### src/rtl/rvqd_pkg.sv
// Shared types, constants and fp16/fp32 arithmetic functions of the weight decoder.
`default_nettype none
package rvqd_pkg;

    // Default sizes of the codebook store.
    localparam int ENTRIES_DEF    = 256;
    localparam int MAX_DIM_DEF    = 8;
    localparam int MAX_STAGES_DEF = 3;
    localparam int KINDS_DEF      = 3;

    // Number of stage slots carried through the datapath.
    localparam int STAGE_SLOTS = 3;

    // Floating-point bit patterns.
    localparam logic [31:0] QNAN_BITS = 32'h7fc0_0000;

    // Configuration register indexes.
    localparam logic CFG_STAGE_COUNT   = 1'b0;
    localparam logic CFG_VECTOR_LENGTH = 1'b1;

    // Function codes of an input transaction.
    localparam logic FUNC_LOAD   = 1'b0;
    localparam logic FUNC_DECODE = 1'b1;

    // One classified command as it travels from the front end to the back end.
    typedef struct packed {
        logic        is_load;
        logic        wr_ok;
        logic [1:0]  kind;
        logic [1:0]  stage;
        logic [7:0]  entry;
        logic [2:0]  dim;
        logic [15:0] half;
        logic [7:0]  code0;
        logic [7:0]  code1;
        logic [7:0]  code2;
        logic [15:0] scale;
        logic        three;
        logic [3:0]  len;
    } cmd_t;

    // Widen fp16 bits to fp32 bits; fp16 subnormals become fp32 normals.
    function automatic logic [31:0] half_to_single(logic [15:0] h);
        logic       s;
        logic [4:0] e;
        logic [9:0] m;
        logic [3:0] p;
        logic [3:0] k;
        logic [9:0] mn;
        logic [7:0] ex;
        logic [31:0] r;
        s = h[15];
        e = h[14:10];
        m = h[9:0];
        p = 4'd0;
        for (int i = 0; i < 10; i++) begin
            if (m[i]) p = 4'(i);
        end
        k  = 4'd10 - p;
        mn = m << k;
        ex = 8'd113 - {4'd0, k};
        if (e == 5'd0) begin
            if (m == 10'd0) r = {s, 31'd0};
            else            r = {s, ex, mn, 13'd0};
        end else if (e == 5'd31) begin
            r = {s, 8'hff, m, 13'd0};
        end else begin
            r = {s, 8'({3'd0, e} + 8'd112), m, 13'd0};
        end
        return r;
    endfunction

    // fp32 addition, round to nearest even. Operands are normal, zero, infinite or NaN.
    function automatic logic [31:0] fp32_add(logic [31:0] x, logic [31:0] y);
        logic        x_nan, y_nan, x_inf, y_inf, x_zero, y_zero;
        logic        swap;
        logic [31:0] big, sml;
        logic [7:0]  d;
        logic [26:0] bm, sfull, ssh;
        logic        sticky;
        logic [27:0] sum;
        logic [26:0] norm;
        logic [4:0]  lz;
        logic [9:0]  ex;
        logic [24:0] rnd;
        logic [22:0] man;
        logic [31:0] r;
        x_nan  = (x[30:23] == 8'hff) && (x[22:0] != 23'd0);
        y_nan  = (y[30:23] == 8'hff) && (y[22:0] != 23'd0);
        x_inf  = (x[30:23] == 8'hff) && (x[22:0] == 23'd0);
        y_inf  = (y[30:23] == 8'hff) && (y[22:0] == 23'd0);
        x_zero = (x[30:0] == 31'd0);
        y_zero = (y[30:0] == 31'd0);
        swap   = (y[30:0] > x[30:0]);
        big    = swap ? y : x;
        sml    = swap ? x : y;
        d      = big[30:23] - sml[30:23];
        bm     = {1'b1, big[22:0], 3'd0};
        sfull  = {1'b1, sml[22:0], 3'd0};
        if (d >= 8'd27) begin
            ssh    = 27'd0;
            sticky = 1'b1;
        end else begin
            ssh    = sfull >> d;
            sticky = |(sfull & ~({27{1'b1}} << d));
        end
        ssh[0] = ssh[0] | sticky;
        if (big[31] == sml[31]) sum = {1'b0, bm} + {1'b0, ssh};
        else                    sum = {1'b0, bm} - {1'b0, ssh};
        ex = {2'd0, big[30:23]};
        lz = 5'd27;
        for (int i = 0; i < 27; i++) begin
            if (sum[i]) lz = 5'(26 - i);
        end
        if (sum[27]) begin
            norm    = sum[27:1];
            norm[0] = sum[1] | sum[0];
            ex      = ex + 10'd1;
        end else begin
            norm = sum[26:0] << lz;
            ex   = ex - {5'd0, lz};
        end
        rnd = {1'b0, norm[26:3]} + {24'd0, norm[2] & (norm[1] | norm[0] | norm[3])};
        if (rnd[24]) begin
            ex  = ex + 10'd1;
            man = rnd[23:1];
        end else begin
            man = rnd[22:0];
        end
        // Special operands first, then the exact cancellation case.
        if (x_nan || y_nan || (x_inf && y_inf && (x[31] != y[31]))) r = QNAN_BITS;
        else if (x_inf)                 r = x;
        else if (y_inf)                 r = y;
        else if (x_zero && y_zero)      r = {x[31] & y[31], 31'd0};
        else if (x_zero)                r = y;
        else if (y_zero)                r = x;
        else if (sum == 28'd0)          r = 32'd0;
        else                            r = {big[31], ex[7:0], man};
        return r;
    endfunction

    // fp32 multiply, round to nearest even; NaN results are canonical.
    function automatic logic [31:0] fp32_mul(logic [31:0] x, logic [31:0] y);
        logic        s;
        logic        x_nan, y_nan, x_inf, y_inf, x_zero, y_zero;
        logic [47:0] p;
        logic [9:0]  ex;
        logic [22:0] man;
        logic        g, st;
        logic [23:0] rnd;
        logic [31:0] r;
        s      = x[31] ^ y[31];
        x_nan  = (x[30:23] == 8'hff) && (x[22:0] != 23'd0);
        y_nan  = (y[30:23] == 8'hff) && (y[22:0] != 23'd0);
        x_inf  = (x[30:23] == 8'hff) && (x[22:0] == 23'd0);
        y_inf  = (y[30:23] == 8'hff) && (y[22:0] == 23'd0);
        x_zero = (x[30:23] == 8'd0);
        y_zero = (y[30:23] == 8'd0);
        p      = {1'b1, x[22:0]} * {1'b1, y[22:0]};
        ex     = {2'd0, x[30:23]} + {2'd0, y[30:23]} - 10'd127;
        if (p[47]) begin
            man = p[46:24];
            g   = p[23];
            st  = |p[22:0];
            ex  = ex + 10'd1;
        end else begin
            man = p[45:23];
            g   = p[22];
            st  = |p[21:0];
        end
        rnd = {1'b0, man} + {23'd0, g & (st | man[0])};
        if (rnd[23]) begin
            ex  = ex + 10'd1;
            man = 23'd0;
        end else begin
            man = rnd[22:0];
        end
        if (x_nan || y_nan || (x_inf && y_zero) || (y_inf && x_zero)) r = QNAN_BITS;
        else if (x_inf || y_inf)   r = {s, 8'hff, 23'd0};
        else if (x_zero || y_zero) r = {s, 31'd0};
        else                       r = {s, ex[7:0], man};
        return r;
    endfunction

endpackage
`default_nettype wire

### src/rtl/rvqd_front.sv
// Front end: classifies input transactions into commands, clamping decode fields and flagging bad loads.
`default_nettype none
module rvqd_front import rvqd_pkg::*; #(
    parameter int ENTRIES    = ENTRIES_DEF,
    parameter int MAX_DIM    = MAX_DIM_DEF,
    parameter int MAX_STAGES = MAX_STAGES_DEF,
    parameter int KINDS      = KINDS_DEF
) (
    input  wire logic        s_valid,
    output logic             s_ready,
    input  wire logic        s_func,
    input  wire logic [1:0]  s_book_kind,
    input  wire logic [1:0]  s_load_stage,
    input  wire logic [7:0]  s_load_entry,
    input  wire logic [2:0]  s_load_dim,
    input  wire logic [15:0] s_half_word,
    input  wire logic [7:0]  s_code_first,
    input  wire logic [7:0]  s_code_second,
    input  wire logic [7:0]  s_code_third,
    input  wire logic [15:0] s_row_scale,
    input  wire logic [1:0]  stage_count,
    input  wire logic [3:0]  vector_length,
    output logic             push_valid,
    input  wire logic        push_ready,
    output cmd_t             push_cmd
);

    function automatic logic [7:0] clamp_code(logic [7:0] c);
        return (int'(c) >= ENTRIES) ? 8'(ENTRIES - 1) : c;
    endfunction

    // Handshake passes straight to the queue.
    assign s_ready    = push_ready;
    assign push_valid = s_valid;

    // Classify the transaction, flag a load with out-of-range fields, and clamp the decode codes, kind and length.
    always_comb begin
        push_cmd         = '0;
        push_cmd.is_load = (s_func == FUNC_LOAD);
        push_cmd.wr_ok   = (int'(s_book_kind) < KINDS) && (int'(s_load_stage) < MAX_STAGES) &&
                           (int'(s_load_entry) < ENTRIES) && (int'(s_load_dim) < MAX_DIM);
        push_cmd.stage   = s_load_stage;
        push_cmd.entry   = s_load_entry;
        push_cmd.dim     = s_load_dim;
        push_cmd.half    = s_half_word;
        push_cmd.scale   = s_row_scale;
        push_cmd.code0   = s_code_first;
        push_cmd.code1   = s_code_second;
        push_cmd.code2   = s_code_third;
        push_cmd.kind    = s_book_kind;
        if (s_func == FUNC_DECODE) begin
            push_cmd.code0 = clamp_code(s_code_first);
            push_cmd.code1 = clamp_code(s_code_second);
            push_cmd.code2 = clamp_code(s_code_third);
            if (int'(s_book_kind) >= KINDS) push_cmd.kind = 2'(KINDS - 1);
        end
        push_cmd.three = (int'(stage_count) >= 3) && (MAX_STAGES >= 3);
        if (vector_length == 4'd0)             push_cmd.len = 4'd1;
        else if (int'(vector_length) > MAX_DIM) push_cmd.len = 4'(MAX_DIM);
        else                                    push_cmd.len = vector_length;
    end

endmodule
`default_nettype wire

### config.mk
export PLATFORM = sky130hd
export DESIGN_NAME = rvqd_front
export DESIGN_NICKNAME = d
export VERILOG_FILES = /design/src/rtl/rvqd_pkg.sv /design/src/rtl/rvqd_front.sv
export SDC_FILE = /design/constraint.sdc
export NUM_CORES = 1
export LEC_CHECK = 0
export BUFFER_PORTS_ARGS = -buffer_cell sky130_fd_sc_hd__clkbuf_2
export CORE_ASPECT_RATIO = 1.25
export CORE_MARGIN = 8
export CORE_UTILIZATION = 23
export DETAILED_ROUTE_END_ITERATION = 12
export PLACE_DENSITY_LB_ADDON = 0.25
export SLEW_MARGIN = 5
export SYNTH_ARGS = -nofsm -noshare
export SYNTH_HDL_FRONTEND = slang
export SYNTH_SLANG_ARGS = --single-unit
export TNS_END_PERCENT = 20
### constraint.sdc
create_clock -name vclk -period 0.85
set_clock_uncertainty 0.05 [all_clocks]
set_input_delay 0.0425 -clock vclk [all_inputs]
set_output_delay 0.0425 -clock vclk [all_outputs]
set_load 0.01 [all_outputs]
Word-level counts from Yosys, hierarchy flattened
Index checks and enable logic that the tools add are counted.
{"block": "totals", "reg_bits": 0, "in_bits": 80, "output_inout_bits": 80}
{"block": "classes", "n_lt_le_gt_ge": 5, "n_mux": 4, "bitwise_logic": 1, "reduce_logical": 2}
{"cell": "2-to-1 mux 4 bit", "n": 2}
{"cell": "greater-or-equal comparator 2 bit (second input constant)", "n": 2}
{"cell": "greater-than comparator 4 bit (second input constant)", "n": 1}
{"cell": "logical NOT 4 bit", "n": 1}
{"cell": "< comparator 2 bit (second input constant)", "n": 2}
{"cell": "2-to-1 mux 2 bit", "n": 2}
{"cell": "logical AND 1 bit", "n": 1}
{"cell": "inverter 1 bit", "n": 1}

Longest topological paths before layout
{"block": "depth", "depth_word": 3, "ltp_mapped": 2}

Worst setup path after synthesis
Ideal clock, no wire load.
{"block": "synth_path", "kind": "in2out", "start": "input vector_length[2]", "end": "output push_cmd[0] (netlist bit)", "arrival_ns": 0.364, "t_required_ns": 0.757, "setup_slack_ns": 0.394, "stages": 2, "n_path_buf": 0, "path_cell_list": "o21ba_1 > nor2_1"}
{"item": "start, declared", "line_no": "rvqd_front.sv:22", "text": "input wire logic [3:0] vector_length,"}
{"item": "end, declared", "line_no": "rvqd_front.sv:25", "text": "output cmd_t push_cmd"}

==> impl_metrics.csv <==
group,metric,value,unit
run_status,run_status,"complete, no violations",
power_and_ir_drop,ir_drop,0.0000771,V
sta,tightest_slew,156,ps
sta,setup_violations,0,
power_and_ir_drop,p_leak,0.000119,uW
power_and_ir_drop,finalPower,94.8,uW
sta,fmax,1620,MHz
cells_and_area,drive_gt1_share,73.3,%
routing,ant_nets,0,
worst_setup_path,cp_top_family,"buffers and inverters",
logic_synthesis,synth_area,592,um2
placed_design,io_buffers,22,
die,dieWidth,61.4,um
worst_setup_path,cp-start-kind,"input pin",
cells_and_area,n_antenna_cell,0,
power_and_ir_drop,p_int,46.9,uW
sta,setup-tns-final,0,ps
die,start_util,24.1,%
grt,grt_pass1_wl,1910,um
cells_and_area,fin_nets,112,
job,max_cap_violations,0,
routing,post_drt_wl_per_cell,25.1,um
grt,grt_overflow,0,
cells_and_area,nFillCells,303,
sta,fin_crit,616,ps
routing,wl,1580,um
routing,post_drt_via_cell_ratio,4.24,
logic_synthesis,syn_area_per_cell,7.31,um2
routing,drt_iter0_markers,0,
sta,hold_violations,0,
logic_synthesis,syn_nets,161,
clock_tree,holdBufCountCts,0,
power_and_ir_drop,seq_power_share,0,%
power_and_ir_drop,pwr-share-clk,0,%
worst_setup_path,slowest_stage,"o21ba_1",
routing,drt_first_pass_iters,1,
logic_synthesis,ys_seq_area_share,0,%
die,row_count,20,
cells_and_area,layout_common_cells,"22 x clkbuf_2, 2 x nor2b_1",
worst_setup_path,slowest_delay,170,ps
worst_setup_path,end_kind,"output pin",
die,num_io_pins,160,
grt,grt_usage,5.90,%
min_path,hold_path_startpoint,"s_code_second[1]",
worst_setup_path,crit_chain,"clkbuf_2 -> o21ba_1 -> nor2_1 -> clkbuf_2",
cells_and_area,regArea,0,um2
grt,antenna_found_initial,0,
worst_setup_path,crit_type,"input pin to output pin",
routing,drcViolationCount,0,
worst_setup_path,crit_path_frequent_cell,"clkbuf_2",
sta,drv_slew,0,
power_and_ir_drop,p_sw,47.9,uW
cells_and_area,area_growth,-65.8,%
cells_and_area,final_common_cell,"clkbuf_2",
min_path,holdPathStages,0,
die,chipHeight,72.7,um
sta,rsz0062_at_grt,"false",
power_and_ir_drop,power.density,468,mW/mm2
routing,vias,267,
cells_and_area,nClkBuffers,0,
logic_synthesis,synthesis.instances,81,
clock_tree,cts_resized,0,
logic_synthesis,yosys_warnings,0,
placed_design,place_congestion,0.560,
worst_setup_path,path_max_fanout,2,
clock_tree,cts_post_setup_buffers_inserted,0,
logic_synthesis,synth_cell_types,9,
min_path,hold_end,"push_cmd[30]",
min_path,hp-class,"input pin to output pin",
die,core,0.00245,mm2
sta,slew_headroom,89.6,%
power_and_ir_drop,power_frac_comb,100.0,%
grt,grt_pass1_vias,317,
placed_design,hpwl,1350,um
cells_and_area,design.seq.count,0,
worst_setup_path,cp_data_required_time,760,ps
worst_setup_path,arrival,520,ps
sta,final.period_utilization,72.5,%
worst_setup_path,path_buf_inv,2,
grt,grt_max_degree,5,
die,dieArea,0.00446,mm2
power_and_ir_drop,p_sw_share,50.5,%
## per-stage QoR
step	instance area [um2]	cells	setup WS [ps]	hold slack, ps	util, %
4_1_cts	203	63	212	35.1	8.27
3_5_place_dp	203	63	215	35.1	8.27
5_1_grt	203	63	170	35.0	8.27
6_report	203	63	234	35.0	8.27
3_3_place_gp	203	63	214	35.1	8.27
2_1_floorplan	592	81	394	78.5	-
## synthesized netlist by cell type
cell type / count / area [um2]
inv_1: 1 / 3.75
buf_4: 71 / 533
a21boi_0: 1 / 7.51
nor2b_1: 2 / 12.5
clkbuf_1: 2 / 7.51
o21ba_1: 1 / 10.0
and2_1: 1 / 6.26
nor2_1: 1 / 3.75
a22oi_1: 1 / 7.51
## routing by layer
| layer | part of all wire (%) | up-vias | GRT usage [%] | wire (um) |
|---|---|---|---|---|
| met5 | 0 | - | 0 | 0 |
| met3 | 27 | 64 | 4.06 | 424 |
| met1 | 12 | 86 | 1.69 | 190 |
| met4 | 29 | 0 | 17.5 | 463 |
| met2 | 32 | 46 | 7.23 | 503 |
| li1 | - | 71 | - | - |
## worst max path at each step
stage | slack [ps] | cells past startpoint | to | start
after floorplan | 390 | 2 | push_cmd[0] | vector_length[2]
after global placement | 210 | 4 | push_cmd[0] | vector_length[2]
after detailed placement | 210 | 4 | push_cmd[0] | vector_length[2]
after CTS | 210 | 4 | push_cmd[0] | vector_length[2]
after global routing | 170 | 4 | push_cmd[0] | vector_length[2]
final | 230 | 4 | push_cmd[0] | vector_length[2]
## area by class of cell
class	instances	area (um2)	area share, %
Timing Repair Buffer	22	110	54.3
Multi-Input combinational cell	7	47.5	23.5
Tap cell	33	41.3	20.4
Inverter	1	3.75	1.85
## logic make-up (layout without fill, tap and decap cells)
logic type,Yosys count,in the layout,share of synthesized area [%]
buf+inv,74,23,92.0
simple gates,4,4,3.81
compound gates,3,3,4.23
## power groups by stage
stage          registers [uW]  logic (uW)  clock network [uW]
6_report                    0        94.8                   0
5_1_grt                     0         106                   0
4_1_cts                     0        99.5                   0
3_5_place_dp                0        99.0                   0
3_3_place_gp                0        99.3                   0
2_1_floorplan               0         377                   0
(Power assumes the default switching activity.)
