===== config.mk =====
export PLATFORM = sky130hd
export DESIGN_NAME = rvqd_queue
export DESIGN_NICKNAME = d
export VERILOG_FILES = /design/src/rtl/rvqd_pkg.sv /design/src/rtl/rvqd_queue.sv
export SDC_FILE = /design/constraint.sdc
export NUM_CORES = 1
export LEC_CHECK = 0
export BUFFER_PORTS_ARGS = -buffer_cell sky130_fd_sc_hd__buf_2
export CAP_MARGIN = 20
export CORE_ASPECT_RATIO = 0.5
export CORE_UTILIZATION = 54
export CTS_CLUSTER_SIZE = 16
export DETAILED_ROUTE_END_ITERATION = 7
export HOLD_SLACK_MARGIN = 0.08
export PLACE_DENSITY = 0.82
export SETUP_SLACK_MARGIN = 0.2
export SLEW_MARGIN = 10
export SYNTH_ARGS = -nofsm -noshare
export SYNTH_HDL_FRONTEND = slang
export SYNTH_SLANG_ARGS = --single-unit

===== constraint.sdc =====
create_clock -name aclk -period 4.7 [get_ports aclk]
set_input_delay 0.235 -clock aclk [delete_from_list [all_inputs] [get_ports aclk]]
set_output_delay 0.235 -clock aclk [all_outputs]
set_load 0.02 [all_outputs]

===== src/rtl/rvqd_pkg.sv =====
// Shared types, constants and fp16/fp32 arithmetic functions of the weight decoder.
`default_nettype none
package rvqd_pkg;

    // Default sizes of the codebook store.
    localparam int ENTRIES_DEF    = 256;
    localparam int MAX_DIM_DEF    = 8;
    localparam int MAX_STAGES_DEF = 3;
    localparam int KINDS_DEF      = 3;

    // Number of stage slots carried through the datapath.
    localparam int STAGE_SLOTS = 3;

    // Floating-point bit patterns.
    localparam logic [31:0] QNAN_BITS = 32'h7fc0_0000;

    // Configuration register indexes.
    localparam logic CFG_STAGE_COUNT   = 1'b0;
    localparam logic CFG_VECTOR_LENGTH = 1'b1;

    // Function codes of an input transaction.
    localparam logic FUNC_LOAD   = 1'b0;
    localparam logic FUNC_DECODE = 1'b1;

    // One classified command as it travels from the front end to the back end.
    typedef struct packed {
        logic        is_load;
        logic        wr_ok;
        logic [1:0]  kind;
        logic [1:0]  stage;
        logic [7:0]  entry;
        logic [2:0]  dim;
        logic [15:0] half;
        logic [7:0]  code0;
        logic [7:0]  code1;
        logic [7:0]  code2;
        logic [15:0] scale;
        logic        three;
        logic [3:0]  len;
    } cmd_t;

    // Widen fp16 bits to fp32 bits; fp16 subnormals become fp32 normals.
    function automatic logic [31:0] half_to_single(logic [15:0] h);
        logic       s;
        logic [4:0] e;
        logic [9:0] m;
        logic [3:0] p;
        logic [3:0] k;
        logic [9:0] mn;
        logic [7:0] ex;
        logic [31:0] r;
        s = h[15];
        e = h[14:10];
        m = h[9:0];
        p = 4'd0;
        for (int i = 0; i < 10; i++) begin
            if (m[i]) p = 4'(i);
        end
        k  = 4'd10 - p;
        mn = m << k;
        ex = 8'd113 - {4'd0, k};
        if (e == 5'd0) begin
            if (m == 10'd0) r = {s, 31'd0};
            else            r = {s, ex, mn, 13'd0};
        end else if (e == 5'd31) begin
            r = {s, 8'hff, m, 13'd0};
        end else begin
            r = {s, 8'({3'd0, e} + 8'd112), m, 13'd0};
        end
        return r;
    endfunction

    // fp32 addition, round to nearest even. Operands are normal, zero, infinite or NaN.
    function automatic logic [31:0] fp32_add(logic [31:0] x, logic [31:0] y);
        logic        x_nan, y_nan, x_inf, y_inf, x_zero, y_zero;
        logic        swap;
        logic [31:0] big, sml;
        logic [7:0]  d;
        logic [26:0] bm, sfull, ssh;
        logic        sticky;
        logic [27:0] sum;
        logic [26:0] norm;
        logic [4:0]  lz;
        logic [9:0]  ex;
        logic [24:0] rnd;
        logic [22:0] man;
        logic [31:0] r;
        x_nan  = (x[30:23] == 8'hff) && (x[22:0] != 23'd0);
        y_nan  = (y[30:23] == 8'hff) && (y[22:0] != 23'd0);
        x_inf  = (x[30:23] == 8'hff) && (x[22:0] == 23'd0);
        y_inf  = (y[30:23] == 8'hff) && (y[22:0] == 23'd0);
        x_zero = (x[30:0] == 31'd0);
        y_zero = (y[30:0] == 31'd0);
        swap   = (y[30:0] > x[30:0]);
        big    = swap ? y : x;
        sml    = swap ? x : y;
        d      = big[30:23] - sml[30:23];
        bm     = {1'b1, big[22:0], 3'd0};
        sfull  = {1'b1, sml[22:0], 3'd0};
        if (d >= 8'd27) begin
            ssh    = 27'd0;
            sticky = 1'b1;
        end else begin
            ssh    = sfull >> d;
            sticky = |(sfull & ~({27{1'b1}} << d));
        end
        ssh[0] = ssh[0] | sticky;
        if (big[31] == sml[31]) sum = {1'b0, bm} + {1'b0, ssh};
        else                    sum = {1'b0, bm} - {1'b0, ssh};
        ex = {2'd0, big[30:23]};
        lz = 5'd27;
        for (int i = 0; i < 27; i++) begin
            if (sum[i]) lz = 5'(26 - i);
        end
        if (sum[27]) begin
            norm    = sum[27:1];
            norm[0] = sum[1] | sum[0];
            ex      = ex + 10'd1;
        end else begin
            norm = sum[26:0] << lz;
            ex   = ex - {5'd0, lz};
        end
        rnd = {1'b0, norm[26:3]} + {24'd0, norm[2] & (norm[1] | norm[0] | norm[3])};
        if (rnd[24]) begin
            ex  = ex + 10'd1;
            man = rnd[23:1];
        end else begin
            man = rnd[22:0];
        end
        // Special operands first, then the exact cancellation case.
        if (x_nan || y_nan || (x_inf && y_inf && (x[31] != y[31]))) r = QNAN_BITS;
        else if (x_inf)                 r = x;
        else if (y_inf)                 r = y;
        else if (x_zero && y_zero)      r = {x[31] & y[31], 31'd0};
        else if (x_zero)                r = y;
        else if (y_zero)                r = x;
        else if (sum == 28'd0)          r = 32'd0;
        else                            r = {big[31], ex[7:0], man};
        return r;
    endfunction

    // fp32 multiply, round to nearest even; NaN results are canonical.
    function automatic logic [31:0] fp32_mul(logic [31:0] x, logic [31:0] y);
        logic        s;
        logic        x_nan, y_nan, x_inf, y_inf, x_zero, y_zero;
        logic [47:0] p;
        logic [9:0]  ex;
        logic [22:0] man;
        logic        g, st;
        logic [23:0] rnd;
        logic [31:0] r;
        s      = x[31] ^ y[31];
        x_nan  = (x[30:23] == 8'hff) && (x[22:0] != 23'd0);
        y_nan  = (y[30:23] == 8'hff) && (y[22:0] != 23'd0);
        x_inf  = (x[30:23] == 8'hff) && (x[22:0] == 23'd0);
        y_inf  = (y[30:23] == 8'hff) && (y[22:0] == 23'd0);
        x_zero = (x[30:23] == 8'd0);
        y_zero = (y[30:23] == 8'd0);
        p      = {1'b1, x[22:0]} * {1'b1, y[22:0]};
        ex     = {2'd0, x[30:23]} + {2'd0, y[30:23]} - 10'd127;
        if (p[47]) begin
            man = p[46:24];
            g   = p[23];
            st  = |p[22:0];
            ex  = ex + 10'd1;
        end else begin
            man = p[45:23];
            g   = p[22];
            st  = |p[21:0];
        end
        rnd = {1'b0, man} + {23'd0, g & (st | man[0])};
        if (rnd[23]) begin
            ex  = ex + 10'd1;
            man = 23'd0;
        end else begin
            man = rnd[22:0];
        end
        if (x_nan || y_nan || (x_inf && y_zero) || (y_inf && x_zero)) r = QNAN_BITS;
        else if (x_inf || y_inf)   r = {s, 8'hff, 23'd0};
        else if (x_zero || y_zero) r = {s, 31'd0};
        else                       r = {s, ex[7:0], man};
        return r;
    endfunction

endpackage
`default_nettype wire


===== src/rtl/rvqd_queue.sv =====
// Two-entry command queue between the front end and the back end.
`default_nettype none
module rvqd_queue import rvqd_pkg::*; (
    input  wire logic aclk,
    input  wire logic aresetn,
    input  wire logic in_valid,
    output logic      in_ready,
    input  wire cmd_t in_cmd,
    output logic      out_valid,
    input  wire logic out_ready,
    output cmd_t      out_cmd
);

    cmd_t       slot_reg [2];
    logic       wr_ptr_reg, wr_ptr_next;
    logic       rd_ptr_reg, rd_ptr_next;
    logic [1:0] count_reg, count_next;
    logic       push, pop;

    assign in_ready  = (count_reg != 2'd2);
    assign out_valid = (count_reg != 2'd0);
    assign out_cmd   = slot_reg[rd_ptr_reg];
    assign push      = in_valid && in_ready;
    assign pop       = out_valid && out_ready;

    // Pointer and fill count update.
    always_comb begin
        wr_ptr_next = wr_ptr_reg ^ push;
        rd_ptr_next = rd_ptr_reg ^ pop;
        count_next  = count_reg + {1'b0, push} - {1'b0, pop};
    end

    always_ff @(posedge aclk) begin
        if (!aresetn) begin
            wr_ptr_reg <= 1'b0;
            rd_ptr_reg <= 1'b0;
            count_reg  <= 2'd0;
        end else begin
            wr_ptr_reg <= wr_ptr_next;
            rd_ptr_reg <= rd_ptr_next;
            count_reg  <= count_next;
        end
    end

    // Storage slots carry no reset.
    always_ff @(posedge aclk) begin
        if (push) slot_reg[wr_ptr_reg] <= in_cmd;
    end

endmodule
`default_nettype wire


Word level (Yosys, flattened, before mapping):

Memory sizes are Yosys's and may differ from the RTL's. A register that Yosys moved wholly into a read port is not among the register bits.
Index checks and enable logic that the tools add are counted.

* input bits: 82
* memories kept: 1
* logic and storage cells: 15
* bits in writable memories: 156
* output and inout bits: 80
* bits in registers: 4

Memories
* slot_reg: words 2, bits a word 78, rd ports 1, clocked after Yosys merged registers in 1, wr ports 1, RTL line rvqd_queue.sv:14 `cmd_t slot_reg [2];`

* add/sub/neg operators: 2
* mux-type cells: 3
* bitwise gates (word level): 2
* reduce and logical (&&, ||, !) cells: 3
* equality and inequality tests: 1

Operator list (count)
* 1-bit 2-to-1 mux: 3
* 2-bit by 1-bit adder with 2-bit output: 1
* 1-bit logical AND: 2
* 2-bit inequality test (second input constant): 1
* 2-bit nonzero test: 1
* 2-bit by 1-bit subtractor with 2-bit output: 1
* 1-bit bitwise XOR: 2

Longest topological paths before layout:

* depth in word-level cells: 4
* mapped depth: 6
* depth with buffers taken out: 6

Least setup slack after synthesis:

No wires, ideal clock.

* path kind: register to register
* start point: register count_reg[0]
* end point: memory slot_reg[0][0] (netlist name), enable pin
* cell stages (with the launch flop): 4
* path slack: 1.559 ns
* required time: 4.255 ns
* path buffers: 0
* arrival: 2.696 ns
* setup time: 0.445 ns
* clock period less this slack: 3.141 ns
* path through: dfxtp_1 -> nand2b_1 -> and2_1 -> ha_1

* cells in the longest elaborated chain, start to end: 4

Ends and longest elaborated chain
* start: declaration: RTL line rvqd_queue.sv:17 `logic [1:0] count_reg, count_next;`
* start signal: assignment: RTL line rvqd_queue.sv:41 `count_reg <= count_next;`
* 2-bit inequality test: RTL line rvqd_queue.sv:20 `assign in_ready = (count_reg != 2'd2);`
* net in_ready: RTL line rvqd_queue.sv:7 `output logic in_ready,`
* 1-bit logical AND: RTL line rvqd_queue.sv:23 `assign push = in_valid && in_ready;`
* 1-bit 2-to-1 mux: RTL line rvqd_queue.sv:47 `if (push) slot_reg[wr_ptr_reg] <= in_cmd;`
* 1-bit 2-to-1 mux (implied by the code): RTL line rvqd_queue.sv:47
* end: declaration: RTL line rvqd_queue.sv:14

The timed path passes the listed nets, and every way through them passes these cells.

==> reports/metrics.yaml <==
pwr:
  cellInternalPower_mw: 3.023
  p_sw_mw: 1.186
  seqPwrFrac: 0.443
  ir_worst_vdd_mv: 0.3301
  power_density_nw_per_um2: 504.0
  sw_frac_of_total: 0.2817
  clkPwrFrac: 0.318
  power_frac_comb: 0.239
  power_mw: 4.208
  leakagePower_nw: 3.199
setup_path:
  crit_chain: "buf_16 > mux2_2 > buf_2"
  slowest_delay_ns: 0.69
  crit_required_ns: 4.47
  cp_num_buf_inv: 2
  cp_slowest_cell: "dfxtp_4"
  start_kind: "register"
  r2r_setup_slack_ns: 2.86
  path_max_fanout: 44
  path_class: "reg -> out"
  endpoint_kind: "output pin"
  cp_data_arrival_time_ns: 2.01
  critPathTopFamily: "flip-flops"
die:
  core_sq_um: 10480
  rows: 26
  die_area_sq_um: 11510
  die_h_microns: 76.36
  die_w_microns: 150.7
  ioPinCount: 162
  start_util: 0.5700
finish:
  multiInputGateArea_sq_um: 1130
  largest_register_ffs: 156
  design.final.nets: 608
  layout-drive-gt1-share: 0.5196
  postLayoutCellArea_sq_um: 8349
  final_cells: 677
  nFillCells: 557
  diodes: 0
  syn_to_final_growth_pct: 39.84
  fin_util: 0.7971
  ff_latch_area_sq_um: 4788
timing:
  hold_ws_ns: 0.1087
  tightest_slew_ns: 0.5337
  final_max_slew_viol_count: 0
  finalHoldViolCount: 0
  max_freq_mhz: 444.8
  rsz0062_at_grt: "false"
  setup_ws_ns: 2.452
  setup_viol_count_final: 0
  relSlewSlack: 0.6442
  clock_skew_ns: 0.005341
  period_needed_ns: 2.248
  finalCritPeriodShare: 0.4784
  fin_setup_tns_ns: 0
yosys:
  yosysTopAreaCell: "edfxtp_1"
  synth_area_leaders: "edfxtp_1 78%, mux2_2 11%, mux2_4 5.0%, dfxtp_1 1.7%, buf_6 0.75%"
  synth-edff-count: 156
  synthArstFlopShare: 0
  synthCells: 272
  syn_nets: 356
  synth-seq-cells: 161
  synth_top_flop_cell: "edfxtp_1"
  post-synth-top-count-cell: "edfxtp_1"
  synth.cell_area_sq_um: 5971
  ys_warn_count: 0
  ys_seq_area_frac: 0.8013
  yosys-top-cells-count: "156 x edfxtp_1, 58 x mux2_2, 20 x mux2_4"
  syn_avg_cell_area_sq_um: 21.95
  synth_top_area_share: 0.7846
  synth_cell_types: 22
drt:
  dr.pass1.iters: 4
  wire_per_inst_microns: 17.01
  first_iter_violations: 225
  drc_errors: 0
  vias: 3330
  drt_wl_total_microns: 11520
  via_per_inst: 4.919
  ant_nets: 0
clock_tree:
  clk_latency_ns: 0.40
  cts_tree: "built"
  cts_buffers: 17
  clk_pin_slew_ns: 0.06
  cts_root_buffer: "clkbuf_16"
  post_cts_buffers: 0
  cts_hold_buf: 78
  h-tree-depth: 4
  cts_resized: 0
  cts_sinks: 161
  clock_tree.buffer_depth: 2
place:
  pre_cts_slack_ns: 2.589
  io_buffers: 161
  dp_cells: 565
  dpl_cell_area_sq_um: 6930
  gp_congestion: 0.7111
  dp_hpwl_microns: 6183
flow_run:
  max_cap_violations: 0
global_route:
  grt_max_degree: 79
  grt_pass1_wl_microns: 17620
  first_global_vias: 3457
  grtUsageTotal: 0.2090
  antenna_found_initial: 0
  overflow: 0
min_path:
  hp-class: "in -> reg"
status:
  status: "finished, final reports clean"
[worst reg2reg max path, cell delays in order, from the launching register on]
cell,delay (ns)
dfxtp_1,0.44
nand2b_1,0.18
and2_1,0.18
ha_4,0.31
buf_16,0.32
[path summary, 6_finish.rpt]
path / startpoint / end / cells past startpoint
min reg2reg: rd_ptr_reg / register / 2
max reg2reg: count_reg[0] / slot_reg[0][14] / 4
max: register / out_cmd[0] / 3
min: aresetn / register / 2
[cell type report]
class                      instances  area share
clock buffer                      17     0.05095
clock inverter                    15     0.01888
inverter                           1   0.0004496
multi-input combinational        101      0.1353
sequential                       161      0.5735
tap                              140     0.02098
timing repair buffer             242      0.1999
[power by group through the flow]
stage / logic [mW] / registers (mW) / clock network [mW]
2_1_floorplan: 0.696 / 1.85 / 0
3_3_place_gp: 0.868 / 1.93 / 0
3_5_place_dp: 0.932 / 1.89 / 0
4_1_cts: 0.988 / 1.87 / 1.36
5_1_grt: 1.07 / 1.88 / 1.43
6_report: 1.00 / 1.86 / 1.34
[cells by family (layout without fill, tap and decap cells)]
kind of cell,Yosys count,in the layout,synth area share
adder cells (fa/ha/maj),2,2,0.004190
AO/OA/AOI/OAI,5,5,0.006078
multiplexers,79,79,0.1614
buffers and inverters,10,275,0.01236
AND/OR/NAND/NOR,14,14,0.01320
XOR/XNOR,1,1,0.001467
flip-flops,161,161,0.8013
[per-layer routing]
layer,global-route usage,up-vias,wire length (microns)
met1,0.2288,1632,4452
met2,0.3926,97,6464
met4,0.08200,0,204
li1,-,1584,-
met3,0.04611,17,394
met5,0,-,0
[placed cells by master, fill, tap and decap left out, drive strengths merged]
cell           n
o21ai          2
buf          164
ha             2
nand2b         2
clkinvlp       4
dlygate4sd3   78
a211oi         1
xnor2          1
edfxtp       156
mux2          78
inv            5
bufinv         2
clkinv         5
and2           4
a32oi          1
mux2i          1
nor2b          2
and3           1
nand2          1
a21bo          1
nand3          1
dfxtp          5
nor2           2
or2            1
clkbuf        17
Power figures use the tool's default switching activity.
